--- config.mk ---
export PLATFORM = sky130hd
export DESIGN_NAME = thermostat_overheat_cutout_top
export DESIGN_NICKNAME = d
export VERILOG_FILES = /design/src/hdl/thoc_pkg.sv /design/src/hdl/thoc_core.sv /design/src/hdl/thermostat_overheat_cutout_top.sv
export SDC_FILE = /design/constraint.sdc
export NUM_CORES = 1
export LEC_CHECK = 0
export BUFFER_PORTS_ARGS = -buffer_cell sky130_fd_sc_hd__buf_2
export CAP_MARGIN = 10
export CORE_MARGIN = 3
export CORE_UTILIZATION = 45
export DETAILED_ROUTE_END_ITERATION = 10
export HOLD_SLACK_MARGIN = 0.03
export PLACE_DENSITY = 0.6
export SETUP_SLACK_MARGIN = 0.05
export SYNTH_ARGS = -nofsm -noshare
export SYNTH_HDL_FRONTEND = slang
export SYNTH_SLANG_ARGS = --single-unit
--- constraint.sdc ---
create_clock -name clk -period 11.8 [get_ports clk]
set_input_delay 1.77 -clock clk [delete_from_list [all_inputs] [get_ports clk]]
set_output_delay 1.77 -clock clk [all_outputs]
set_load 0.01 [all_outputs]
--- src/hdl/thoc_pkg.sv ---
`timescale 1ns / 1ps

package thoc_pkg;

  localparam int unsigned SampleW = 12;
  localparam int unsigned TargetW = 11;
  localparam int unsigned BandW   = 8;
  localparam int unsigned OffsetW = 8;
  localparam int unsigned CalcW   = 13;
  localparam int unsigned CodeW   = 3;
  localparam int unsigned ToneW   = 3;
  localparam int unsigned PatW    = 4;
  localparam int unsigned CfgIdxW = 2;
  localparam int unsigned CfgDataW = 11;
  localparam int unsigned InDataW  = 16;
  localparam int unsigned OutDataW = 16;

  localparam logic [TargetW-1:0] TargetRst = 11'd480;
  localparam logic [BandW-1:0]   BandRst   = 8'd32;
  localparam logic [OffsetW-1:0] OffsetRst = 8'd80;

  localparam logic [CfgIdxW-1:0] CFG_TARGET = 2'd0;
  localparam logic [CfgIdxW-1:0] CFG_BAND   = 2'd1;
  localparam logic [CfgIdxW-1:0] CFG_OFFSET = 2'd2;

  localparam logic [CodeW-1:0] CODE_IDLE     = 3'd0;
  localparam logic [CodeW-1:0] CODE_HEATING  = 3'd1;
  localparam logic [CodeW-1:0] CODE_READY    = 3'd2;
  localparam logic [CodeW-1:0] CODE_DONE     = 3'd3;
  localparam logic [CodeW-1:0] CODE_SHUTDOWN = 3'd4;

  localparam logic [ToneW-1:0] TONE_NONE  = 3'd0;
  localparam logic [ToneW-1:0] TONE_STOP  = 3'd1;
  localparam logic [ToneW-1:0] TONE_READY = 3'd2;
  localparam logic [ToneW-1:0] TONE_DONE  = 3'd3;
  localparam logic [ToneW-1:0] TONE_ALARM = 3'd4;

  // bit0 heater, bit1 red, bit2 green, bit3 blue
  localparam logic [PatW-1:0] PAT_OFF    = 4'b0000;
  localparam logic [PatW-1:0] PAT_HEATER = 4'b0001;
  localparam logic [PatW-1:0] PAT_RED    = 4'b0010;
  localparam logic [PatW-1:0] PAT_GREEN  = 4'b0100;
  localparam logic [PatW-1:0] PAT_BLUE   = 4'b1000;

  typedef enum logic [4:0] {
    MODE_IDLE     = 5'b00001,
    MODE_HEATING  = 5'b00010,
    MODE_READY    = 5'b00100,
    MODE_DONE     = 5'b01000,
    MODE_SHUTDOWN = 5'b10000
  } mode_t;

  typedef struct packed {
    logic [CodeW-1:0] ctrl_state;
    logic             heater_on;
    logic             led_red;
    logic             led_green;
    logic             led_blue;
    logic [ToneW-1:0] tone_cmd;
    logic             heater_enabled;
  } result_t;

  typedef struct packed {
    logic [TargetW-1:0] target_temp;
    logic [BandW-1:0]   hysteresis_band;
    logic [OffsetW-1:0] overheat_offset;
  } cfg_t;

  function automatic logic [CodeW-1:0] mode_code(mode_t m);
    logic [CodeW-1:0] c;
    case (m)
      MODE_IDLE:     c = CODE_IDLE;
      MODE_HEATING:  c = CODE_HEATING;
      MODE_READY:    c = CODE_READY;
      MODE_DONE:     c = CODE_DONE;
      MODE_SHUTDOWN: c = CODE_SHUTDOWN;
      default:       c = CODE_IDLE;
    endcase
    return c;
  endfunction

endpackage

--- src/hdl/thoc_core.sv ---
`timescale 1ns / 1ps

module thoc_core (
  input  logic                           clk,
  input  logic                           rst_n,
  input  logic                           step_en,
  input  logic [thoc_pkg::SampleW-1:0]   sample,
  input  thoc_pkg::cfg_t                 cfg,
  output thoc_pkg::result_t              res
);

  thoc_pkg::mode_t               mode_r, mode_nxt;
  logic                          latch_r, latch_nxt;
  logic                          beep_r, beep_nxt;
  logic [thoc_pkg::PatW-1:0]     pat_r, pat_nxt;
  logic [thoc_pkg::ToneW-1:0]    tone;

  logic signed [thoc_pkg::CalcW-1:0] temp_s, tgt_s, thresh_s, low_s;
  logic                              above_thr, at_tgt, below_low;

  assign temp_s   = $signed({sample[thoc_pkg::SampleW-1], sample});
  assign tgt_s    = $signed({2'b00, cfg.target_temp});
  assign thresh_s = tgt_s + $signed({5'b00000, cfg.overheat_offset});
  assign low_s    = tgt_s - $signed({5'b00000, cfg.hysteresis_band});

  assign above_thr = temp_s > thresh_s;
  assign at_tgt    = temp_s >= tgt_s;
  assign below_low = temp_s < low_s;

  always_comb begin
    thoc_pkg::mode_t cls;
    mode_nxt  = mode_r;
    latch_nxt = latch_r;
    beep_nxt  = beep_r;
    pat_nxt   = pat_r;
    tone      = thoc_pkg::TONE_NONE;
    cls       = thoc_pkg::MODE_HEATING;
    if (mode_r == thoc_pkg::MODE_SHUTDOWN && !latch_r) begin
      // hold
    end else if (above_thr && !latch_r) begin
      mode_nxt  = thoc_pkg::MODE_SHUTDOWN;
      pat_nxt   = thoc_pkg::PAT_BLUE;
      tone      = thoc_pkg::TONE_ALARM;
      latch_nxt = 1'b1;
    end else begin
      if (latch_r && below_low) begin
        latch_nxt = 1'b0;
        beep_nxt  = 1'b0;
        mode_nxt  = thoc_pkg::MODE_HEATING;
        pat_nxt   = thoc_pkg::PAT_RED | thoc_pkg::PAT_HEATER;
        tone      = thoc_pkg::TONE_STOP;
      end
      if (at_tgt && !above_thr && !beep_nxt) begin
        tone     = thoc_pkg::TONE_READY;
        beep_nxt = 1'b1;
      end
      if (at_tgt) begin
        cls = thoc_pkg::MODE_DONE;
      end else if (!below_low) begin
        cls = thoc_pkg::MODE_READY;
      end
      if (cls != mode_nxt) begin
        mode_nxt = cls;
        if (latch_nxt) begin
          pat_nxt = thoc_pkg::PAT_OFF;
          tone    = thoc_pkg::TONE_STOP;
        end else begin
          case (cls)
            thoc_pkg::MODE_HEATING: begin
              pat_nxt = thoc_pkg::PAT_RED | thoc_pkg::PAT_HEATER;
              tone    = thoc_pkg::TONE_STOP;
            end
            thoc_pkg::MODE_READY: begin
              pat_nxt = thoc_pkg::PAT_GREEN | thoc_pkg::PAT_HEATER;
              tone    = thoc_pkg::TONE_STOP;
            end
            thoc_pkg::MODE_DONE: begin
              pat_nxt = thoc_pkg::PAT_GREEN | thoc_pkg::PAT_HEATER;
              tone    = thoc_pkg::TONE_DONE;
            end
            default: begin
              pat_nxt = thoc_pkg::PAT_BLUE;
              tone    = thoc_pkg::TONE_STOP;
            end
          endcase
        end
      end
      if (below_low) begin
        beep_nxt = 1'b0;
      end
    end
  end

  always_ff @(posedge clk) begin
    if (!rst_n) begin
      mode_r  <= thoc_pkg::MODE_IDLE;
      latch_r <= 1'b0;
      beep_r  <= 1'b0;
      pat_r   <= thoc_pkg::PAT_OFF;
    end else if (step_en) begin
      mode_r  <= mode_nxt;
      latch_r <= latch_nxt;
      beep_r  <= beep_nxt;
      pat_r   <= pat_nxt;
    end
  end

  assign res.ctrl_state     = thoc_pkg::mode_code(mode_nxt);
  assign res.heater_on      = pat_nxt[0];
  assign res.led_red        = pat_nxt[1];
  assign res.led_green      = pat_nxt[2];
  assign res.led_blue       = pat_nxt[3];
  assign res.tone_cmd       = tone;
  assign res.heater_enabled = !latch_nxt;

  a_latch_dark: assert property (@(posedge clk) disable iff (!rst_n)
    latch_r |-> (pat_r == thoc_pkg::PAT_BLUE || pat_r == thoc_pkg::PAT_OFF))
    else $error("lights on while cutout latched");

  a_shutdown_latched: assert property (@(posedge clk) disable iff (!rst_n)
    (mode_r == thoc_pkg::MODE_SHUTDOWN) |-> latch_r)
    else $error("shutdown state without latch");

  a_latch_entry: assert property (@(posedge clk) disable iff (!rst_n)
    $rose(latch_r) |-> (mode_r == thoc_pkg::MODE_SHUTDOWN && pat_r == thoc_pkg::PAT_BLUE))
    else $error("latch set outside overheat entry");

  a_recover_heating: assert property (@(posedge clk) disable iff (!rst_n)
    (step_en && latch_r && !latch_nxt) |=> (mode_r == thoc_pkg::MODE_HEATING))
    else $error("recovery did not land in heating");

endmodule

--- src/hdl/thermostat_overheat_cutout_top.sv ---
`timescale 1ns / 1ps

// Hysteresis thermostat with overheat cutout. One temperature sample beat is
// taken per clock unless out_tready stalls the output, and each produces one
// result beat through the input register, then the result register. The
// controller state update is a compare-and-select loop, so the rate holds with
// no gaps. Configuration writes are always accepted (cfg_ready is tied high)
// and should only be issued while no samples are in flight.

module thermostat_overheat_cutout_top (
  input  logic                             clk,
  input  logic                             rst_n,
  input  logic                             in_tvalid,
  output logic                             in_tready,
  input  logic [thoc_pkg::InDataW-1:0]     in_tdata,   // [11:0] temp_sample
  output logic                             out_tvalid,
  input  logic                             out_tready,
  // [2:0] ctrl_state, [3] heater_on, [4] led_red, [5] led_green, [6] led_blue,
  // [9:7] tone_cmd, [10] heater_enabled
  output logic [thoc_pkg::OutDataW-1:0]    out_tdata,
  input  logic                             cfg_valid,
  output logic                             cfg_ready,
  input  logic [thoc_pkg::CfgIdxW-1:0]     cfg_index,
  input  logic [thoc_pkg::CfgDataW-1:0]    cfg_data
);

  logic                            s1_vld_r;
  logic [thoc_pkg::SampleW-1:0]    sample_r;
  logic                            out_vld_r;
  thoc_pkg::result_t               res_r;
  thoc_pkg::result_t               res;
  thoc_pkg::cfg_t                  cfg_r;
  logic                            adv;
  logic                            step_en;

  assign adv       = !out_vld_r || out_tready;
  assign in_tready = !s1_vld_r || adv;
  assign step_en   = s1_vld_r && adv;
  assign cfg_ready = 1'b1;

  always_ff @(posedge clk) begin
    if (!rst_n) begin
      cfg_r.target_temp     <= thoc_pkg::TargetRst;
      cfg_r.hysteresis_band <= thoc_pkg::BandRst;
      cfg_r.overheat_offset <= thoc_pkg::OffsetRst;
    end else if (cfg_valid) begin
      case (cfg_index)
        thoc_pkg::CFG_TARGET: cfg_r.target_temp     <= cfg_data;
        thoc_pkg::CFG_BAND:   cfg_r.hysteresis_band <= cfg_data[thoc_pkg::BandW-1:0];
        thoc_pkg::CFG_OFFSET: cfg_r.overheat_offset <= cfg_data[thoc_pkg::OffsetW-1:0];
        default: ;
      endcase
    end
  end

  always_ff @(posedge clk) begin
    if (!rst_n) begin
      s1_vld_r  <= 1'b0;
      out_vld_r <= 1'b0;
    end else begin
      if (in_tready) begin
        s1_vld_r <= in_tvalid;
      end
      if (adv) begin
        out_vld_r <= s1_vld_r;
      end
    end
  end

  always_ff @(posedge clk) begin
    if (in_tvalid && in_tready) begin
      sample_r <= in_tdata[thoc_pkg::SampleW-1:0];
    end
    if (step_en) begin
      res_r <= res;
    end
  end

  thoc_core u_core (
    .clk     (clk),
    .rst_n   (rst_n),
    .step_en (step_en),
    .sample  (sample_r),
    .cfg     (cfg_r),
    .res     (res)
  );

  assign out_tvalid = out_vld_r;
  assign out_tdata  = {5'b00000, res_r.heater_enabled, res_r.tone_cmd, res_r.led_blue,
                       res_r.led_green, res_r.led_red, res_r.heater_on, res_r.ctrl_state};

endmodule

Yosys cells after proc, flatten, opt, wreduce, memory -nomap -nowiden
Index checks and enable logic that the tools add are counted.
Widths: inputs -> output; s select.
{ "word_totals": {"elab_cells": 91, "input_bits": 34, "output_inout_bits": 19, "regBits": 63} }
{ "op_classes": {"n_eq_ne": 11, "n_reduce_logical": 22, "magnitude_cmp": 3, "bitwise_logic": 2, "addsub": 2, "n_mux": 33} }
{ "ops": {"columns": ["op", "count"], "rows": [
  ["$mux 5", 9],
  ["$mux 4", 5],
  ["$gt 12x13->1", 1],
  ["$add 11x8->12", 1],
  ["$ge 12x12->1", 1],
  ["$lt 12x12->1", 1],
  ["$mux 3", 4],
  ["$pmux 3 s4", 1],
  ["$sub 11x8->12", 1],
  ["$mux 1", 11],
  ["$eq 5x2->1 const B", 2],
  ["$eq 5x3->1 const B", 2],
  ["$eq 5x4->1 const B", 2],
  ["$eq 5x5->1 const B", 2],
  ["$pmux 4 s2", 1],
  ["$logic_and 1x1->1", 7],
  ["$logic_not 1->1", 6],
  ["$reduce_and 2->1", 3],
  ["$ne 5x5->1", 1],
  ["$mux 2", 2],
  ["$reduce_or 2->1", 2],
  ["$reduce_and 3->1", 1],
  ["$eq 2x1->1 const B", 1],
  ["$eq 2x2->1 const B", 1],
  ["other kinds (3)", 5]
]} }

Depth between registers and ports, before layout
Gate-level depths: netlist of run 1.
{ "logic_depth": {"depth_word": 13, "ltp_mapped": 21, "depth_no_buf": 21} }

Hierarchy
Synthesis of run 1 repeated with hierarchy kept, for this count alone.
{ "hier_totals": {"cells_unflattened": 452, "hier_area_um2": 4216.5} }
{ "modules_own_cells": {"columns": ["module", "seq_area_each_um2", "instances", "area_each_um2", "cells_each"], "rows": [
  ["thoc_core", 220.2, 1, 2322.2, 306],
  ["thermostat_overheat_cutout_top", 1271.2, 1, 1894.3, 146]
]} }

Worst setup path after synthesis of run 1
No wires, ideal clock.
{ "synth_path": {"kind": "register to register", "from": "register cfg_r[16] (netlist bit)", "to": "register res_r (netlist bit out_tdata[4]) (data pin)", "t_required_ns": 11.544, "stages_incl_launch_ff": 22, "path_buffers": 0, "period_less_slack_ns": 4.108, "slack_ns": 7.692, "t_arrival_ns": 3.851, "setup_ns": 0.256, "path_cell_list": "dfxtp_1 -> inv_1 -> ha_1 -> inv_1 -> fa_1 -> a21o_1 -> a21oi_1 -> o21ai_0 -> a21oi_1 -> nor2b_1 -> o21a_1 -> nor2_1 -> xnor2_1 -> ha_1 -> a21o_1 -> a2111oi_4 -> nor2_2 -> o311ai_4 -> o311ai_4 -> a211oi_2 -> nor2_1 -> o22a_1"} }
{ "synth_lines": {"columns": ["item", "line", "text"], "rows": [
  ["start, declared", "thermostat_overheat_cutout_top.sv:32", "thoc_pkg::cfg_t cfg_r;"],
  ["end signal, assigned", "thermostat_overheat_cutout_top.sv:75", "res_r <= res;"],
  ["end, declared", "thermostat_overheat_cutout_top.sv:30", "thoc_pkg::result_t res_r;"]
]} }

==> metrics list, run 1 <==
- The count of final hold-check violations is 0.
- Switching Power: 0.000168 W
* Power density cells: 120 mW/mm2
- Max Clk Rate: 0.216 GHz
* Flop pwr share: 43.8%
* Number of buffers created by CTS: 9
- Max_slew headroom: 26.1%
* Part of the power in combinational logic: 21.7%
- Counting every sink on the clock net gives 63.
* Count of maximum capacitance violations: 0
- At the pin with the least slew margin, the transition time is 1.10 ns.
- The critical path in this run is classified as flop to flop.
- Die boundary height: 103 um
- For this run, global-route usage on met1 was measured as 25.0%.
- For this block, the routed nets add up to 9550 um of wire.
* Worst IR drop on VDD: 0.0000558 V
- Starting Density: 47.6%
- During placement, the flow inserted port buffers numbering 42.
- Post-DR wirelength/cell: 15.7 um
- Largest net degree at the start of global routing: 31
* Io pins: 53
- Mean Syn Cell Area: 9.23 um2
- For this block, the initial DRC count from the detailed router was 89.
- Internal power comes to 0.000396 W.
* Period minus WS final: 4.63 ns
- Total setup violations reported at the end of the flow: 0
- Total negative slack for setup checks: 0 ns
- Worst endpoint data arrival time: 4.74 ns
* Result of the run: finished, final reports clean
- The region available for standard cell placement spans 0.00893 mm2.
* Residual overflow from global routing: 0
* Final net count: 583
* Met3 Track Usage GR: 3.09%
- Die X: 103 um
* Number of different library cells in the post-synthesis netlist: 76
* Die outline area: 0.0107 mm2
- Of the cells placed in the final design, the portion with a size suffix greater than 1 is 16.4%.
- Unrepaired setup endpoints after global routing: no
- Dividing the detail-routed via count by the number of cells gives 5.43.
* Flops & latches, synth: 63
- Global routing consumed, on the met2 layer, 31.8% of the routing resources.
* Count of nets left with antenna violations after detail routing: 0
* Buffer levels on the longest clock path: 2
* Area added between synthesis and finish: 10.6%
- Yosys printed 0 warnings.
* Crit path launch type: flop
* Number of post-CTS setup repair buffers: 0
- Across every metal layer, demand over resource in global routing totals 19.1%.
- Total count of max-transition violations in the final report: 0
- Net switching share of the total power: 29.7%
- Layout Skew: 0.00847 ns
- Along the worst path, the maximum fanout reaches 6.
- Final cycle utilization of the critical path: 39.3%
* Number of inserted filler cells in the final layout: 863
* Number of global-route vias before repair: 3057
- For this run, the register share of the synthesized area comes to 35.1%.
- Vias: 3308
- The cell area that synthesis handed to floorplanning was 0.00425 mm2.
* Post-cts repair resize count: 0
- Hold buffer count at cts: 0
* Endpoint required time on the critical path: 11.90 ns
- The first detailed-routing pass ran for 4 iterations.
- Share of total power in the clock network: 34.5%
- Worst setup EP type: flop
- Leakage Power: 2.05 nW
- Gate count of the mapped netlist: 461
* Number of antenna violations at the first check in global routing: 0
* Dpl hpwl: 7370 um
- Root Buffer Master: clkbuf_8
* First-pass GRT wire length: 15400 um
- Clock Pin Slew Worst Setup and Hold Paths: 0.08 ns
* # H-tree levels: 3
- Residual DRC: 0
- 0 antenna diodes ended up in the layout.
* Number of core rows: 34
- The path class of the tightest hold or removal check is flop to flop.
* Global placement routability congestion: 0.886
- The synthesized design contains 23 enable-type register cells.
- TritonCTS clock tree: done
- Setup slack, reg-to-reg: 7.17 ns
- After global routing, the most crowded layer is met2.
- In the synthesized netlist the dominant register cell turns out to be dfxtp_1.
* Finished layout cell area: 0.00470 mm2
- Worst skew pair latency: 0.35 ns
* Post-DP Area: 0.00450 mm2
- Share of synthesized flip-flops with an asynchronous set or reset: 0%
-- cell families after synthesis --
kind of cell / after synthesis / share of synthesized area, %
compound gates: 97 / 17.2
xor+xnor: 16 / 3.30
fa+ha+maj: 53 / 15.9
buf+inv: 62 / 6.38
flops: 63 / 35.1
mux: 16 / 3.77
other cells: 2 / 0.177
simple gates: 152 / 18.1
-- final timing paths --
check	to	start	cells past startpoint
hold / removal	u_core.pat_r[1]	u_core.pat_r[1]	2
hold reg to reg	u_core.pat_r[1]	u_core.pat_r[1]	2
setup reg to reg	out_tdata[4]	cfg_r[17]	18
setup / recovery	out_tdata[4]	cfg_r[17]	18
-- power by group through the flow --
stage	clock, W	sequential [W]	combinational, W
after floorplan	0	0.000249	0.0000945
after global placement	0	0.000252	0.000119
after detailed placement	0	0.000252	0.000122
after CTS	0.000199	0.000247	0.000123
after global routing	0.000207	0.000249	0.000139
final	0.000194	0.000247	0.000122
-- final cells by class --
cell class	instances	area, um2	share of cell area [%]
clock buffers	14	195	4.15
clock inverters	2	10.0	0.213
inverters	40	150	3.19
multi-input cells	340	2510	53.4
flip-flops and latches	63	1490	31.7
well taps	108	135	2.87
repair buffers	42	210	4.47
-- synthesized netlist by cell type (13+ instances only) --
cell / number / area share, %
nand3_1: 13 / 1.5
o21ai_0: 14 / 1.6
clkbuf_1: 13 / 1.1
edfxtp_1: 23 / 16
mux2i_1: 16 / 3.8
dfxtp_1: 40 / 19
xnor2_1: 14 / 2.9
inv_1: 40 / 3.5
a21oi_1: 31 / 3.6
ha_1: 51 / 15
nand2_1: 40 / 3.5
nor2_1: 44 / 3.9
-- cell usage in the layout, fill, tap and decap left out, drive strengths merged, types with 3 or more instances in the layout --
cell type and count:
a22oi 4, nand3b 3, xnor2 14, or2 3, o21ai 18, nand3 13
inv 40, nand2 41, nand2b 8, nor4 3, conb 6, o21a 3
a21oi 31, nor2b 5, and3 3, a211oi 5, buf 42, a31oi 4
dfxtp 40, and2 4, mux2i 16, a21o 5, or3 3, ha 51
clkbuf 14, o21bai 4, nor2 45, edfxtp 23, nor3 7, o211ai 6
-- metal layers --
metal | wire [um] | up-vias
li1 | - | 1688
met1 | 4380 | 1552
met2 | 4640 | 58
met3 | 371 | 10
met4 | 156 | 0
met5 | 0 | -
-- worst max-delay path, cell delays in order, from the launching register on --
cell	delay (ns)
dfxtp_1	0.48
ha_1	0.28
nor2b_1	0.12
o21ai_0	0.22
a21oi_1	0.12
o21ai_1	0.17
a21oi_1	0.10
o21ai_0	0.36
nor2_1	0.10
a211oi_1	0.27
ha_1	0.30
a21o_1	0.19
a2111oi_4	0.39
nor2_2	0.10
o311ai_4	0.32
o311ai_4	0.19
a211oi_2	0.40
nor2_1	0.07
o22a_1	0.20
-- metrics by stage --
stage | total power [W] | setup WS [ns] | util (%) | instances | hold WS (ns)
CTS | 0.000569 | 7.13 | 52.6 | 609 | 0.477
global placement | 0.000371 | 7.13 | 50.3 | 593 | 0.453
finish | 0.000564 | 7.17 | 52.6 | 609 | 0.473
floorplan | 0.000344 | 7.69 | - | 465 | 0.436
detailed placement | 0.000374 | 7.16 | 50.3 | 593 | 0.465
global route | 0.000594 | 6.66 | 52.6 | 609 | 0.494
-- sequential cells by signal (all words and copies together), names as in the netlist --
register and cells:
out_tdata 11, u_core.beep_r 1, u_core.pat_r 4, cfg_r 27, s1_vld_r 1, sample_r 12, u_core.mode_r 5, out_tvalid 1
u_core.latch_r 1
Note: power is estimated with default switching activity, not from simulation.
==> run 2: changes to the inputs <==
==> constraint.sdc (replaced) <==
create_clock -name clk -period 4.8 [get_ports clk]
set_input_delay 0.72 -clock clk [delete_from_list [all_inputs] [get_ports clk]]
set_output_delay 0.72 -clock clk [all_outputs]
set_load 0.01 [all_outputs]
==> metrics list, run 2 (synthesis results as in run 1) <==
- The later pin in the worst-skew pair is clocked with a latency of 0.36 ns.
* Number of buffers created by CTS: 9
* Worst-path cell chain: inv_1 -> ha_1 -> inv_1 -> fa_2 -> a21o_1 -> a21oi_2 -> o21ai_0 -> a21oi_1 -> nor2b_1 -> o21a_1 -> nor2_1 -> xnor2_1 -> ha_1 -> a2111oi_4 -> or2_2 -> o21ai_2 -> o311ai_4 -> a22oi_4 -> mux2i_2 -> a211oi_2
- First-pass GRT wire length: 16100 um
* Largest net degree at the start of global routing: 31
- Dpl hpwl: 7560 um
* Starting Density: 47.6%
- Worst endpoint data arrival time: 4.63 ns
- Power density cells: 297 mW/mm2
* Port bufs: 42
* Root Buffer Master: clkbuf_8
- Timing would allow up to 0.225 GHz.
- Endpoint required time on the critical path: 4.98 ns
* Highest metal layer used by the detailed router: met4
- Class of the most critical setup path: flop to flop
- Kind of cell with the highest combined delay on the critical path: compound AO/OA/AOI/OAI gates
* Worst hold path stage count: 2
- After the first detailed-routing iteration, the DRC count stood at 98.
- Max_slew headroom: 23.9%
* Die X: 103 um
- In the routed design, unresolved DRC markers number 0.
- Actual transition at the worst max-transition pin: 1.14 ns
- The total area inside the core boundary comes to 0.00893 mm2.
* Routed length on met2: 4900 um
- Crit path launch type: flop
- The H-tree generated during clock tree synthesis spans 3 levels.
- Global routing used 20.0% of the available tracks.
- Post-DP Area: 0.00450 mm2
* Largest register FFs: 27
* Io pins: 53
- Area of combinational cells with multiple inputs: 0.00254 mm2
- Finished layout cell area: 0.00474 mm2
* Met3 wire len: 376 um
- In this design, the stage delay of the slowest critical-path cell is 0.41 ns.
- The floorplan step defined a die boundary enclosing 0.0107 mm2.
* Count of maximum capacitance violations: 0
* Total Wirelength: 9820 um
* Global placement routability congestion: 0.862
- Diode insertion count for antenna repair: 0
- In the final layout, flip-flops and latches occupy 0.00149 mm2.
* Worst setup EP type: flop
- Total negative slack for setup checks: 0 ns
- Layout Skew: 0.00853 ns
- Compared with the post-synthesis result, the final layout area differs by 11.5%.
* Count of nets left with antenna violations after detail routing: 0
- No sink is reached through more buffers than the 2 on the longest clock path.
- Using the TritonRoute via totals, the vias-per-cell ratio works out to 5.45.
- Period minus WS final: 4.45 ns
- Setup violations remaining at the end of the flow were counted as 0.
- Clock Pin Slew Worst Setup and Hold Paths: 0.08 ns
* Depth of the critical timing path with buffers and inverters included: 20
* Depth of the worst register-to-register path: 20
* Register bank with the most flops: cfg_r
- VDD sags by at most 0.000162 V.
- Final Hold Vio Count: 0
- Total count of max-transition violations in the final report: 0
* Vias: 3325
- After detailed routing, the average wire length per cell comes to 16.1 um.
- Leading cell type in the layout, fill and taps excluded: ha_1
- TritonCTS clock tree: done
- The run finished with clean final reports.
- Summed over all cells, the static leakage comes to 2.05 nW.
* Number of global-route vias before repair: 3211
* Residual overflow from global routing: 0
- Kind of path behind the tightest hold check: flop to flop
- Most frequent cells in the layout: 51 x ha_1, 44 x nor2_1, 42 x buf_2, 40 x inv_1, 40 x nand2_1
* Largest driver fanout on the critical path: 6
- The floorplan has 34 rows.
- Final net count: 584
- Unrepaired setup endpoints after global routing: yes
* Number of clock sinks: 63
* Met1 Routed Length: 4390 um
- Detailed-routing iteration count for the pre-antenna-repair pass: 4
* Slowest cell on the critical path: a2111oi_4
- Cells with a size suffix above 1 make up 18.5% of the layout.
* Number of inserted filler cells in the final layout: 851
- Dividing the final minimum period by the clock period gives 92.7%.
* Die boundary height: 103 um
* Worst path buffer plus inverter count: 2
* Number of antenna violations at the first check in global routing: 0
==> run 2: cell count changes in the layout (fill, tap and decap cells not counted), sizes merged <==
cell    before  now
buf         42   43
inv         40   44
clkbuf      14    9
bufinv       0    1
==> run 2: what timing repair did <==
item,4_1_cts,5_1_grt
hold buffers,0,0
endpoints found under the setup margin,1,12
cloned,0,0
pin swaps,0,7
buffers inserted,0,0
gates resized for setup,1,9
==> run 2: power breakdown <==
part	switching [W]	internal, W
Combinational	0.000179	0.000130
Sequential	0.0000230	0.000585
Clock	0.000243	0.000246
Total	0.000445	0.000961
==> run 2: final timing paths <==
check                                startpoint               to  slack (ns)
worst min register to register  u_core.pat_r[1]  u_core.pat_r[1]        0.46
worst max-delay path                  cfg_r[16]     out_tdata[8]        0.35
worst max register to register        cfg_r[16]     out_tdata[8]        0.35
worst min-delay path            u_core.pat_r[1]  u_core.pat_r[1]        0.46
==> run 2: worst register-to-register path: cells and delay by family, from the launching register on <==
family,cells,cell delay (ns)
buffers and inverters,2,0.11
muxes,1,0.19
DFF,1,0.35
xor gates and xnor gates,1,0.10
adders and majority gates,3,0.86
and+or+nand+nor,3,0.44
AOI/OAI and AO/OA,10,2.21
==> run 2: cell type report <==
type | count | share of cell area, %
Tap cell | 108 | 2.85
Timing Repair Buffer | 43 | 4.59
Inverter | 40 | 3.17
Clock inverter | 7 | 1.64
Sequential cell | 63 | 31.5
Clock buffer | 9 | 2.61
Multi-Input combinational cell | 340 | 53.7
==> run 2: metrics by stage <==
step | power [W] | util [%] | hold WS, ns | instances | setup WS (ns)
after floorplan | 0.000846 | - | 0.436 | 465 | 0.692
after global placement | 0.000916 | 50.4 | 0.448 | 594 | 0.149
after detailed placement | 0.000922 | 50.4 | 0.450 | 594 | 0.0131
after CTS | 0.00142 | 52.7 | 0.463 | 610 | 0.0700
after global routing | 0.00149 | 53.1 | 0.488 | 610 | 0.0207
final | 0.00141 | 53.1 | 0.463 | 610 | 0.352
==> run 2: metal layers <==
metal,track usage (%),up-vias
li1,-,1701
met1,24.3,1548
met2,34.9,63
met3,5.03,13
met4,5.98,0
met5,0,-
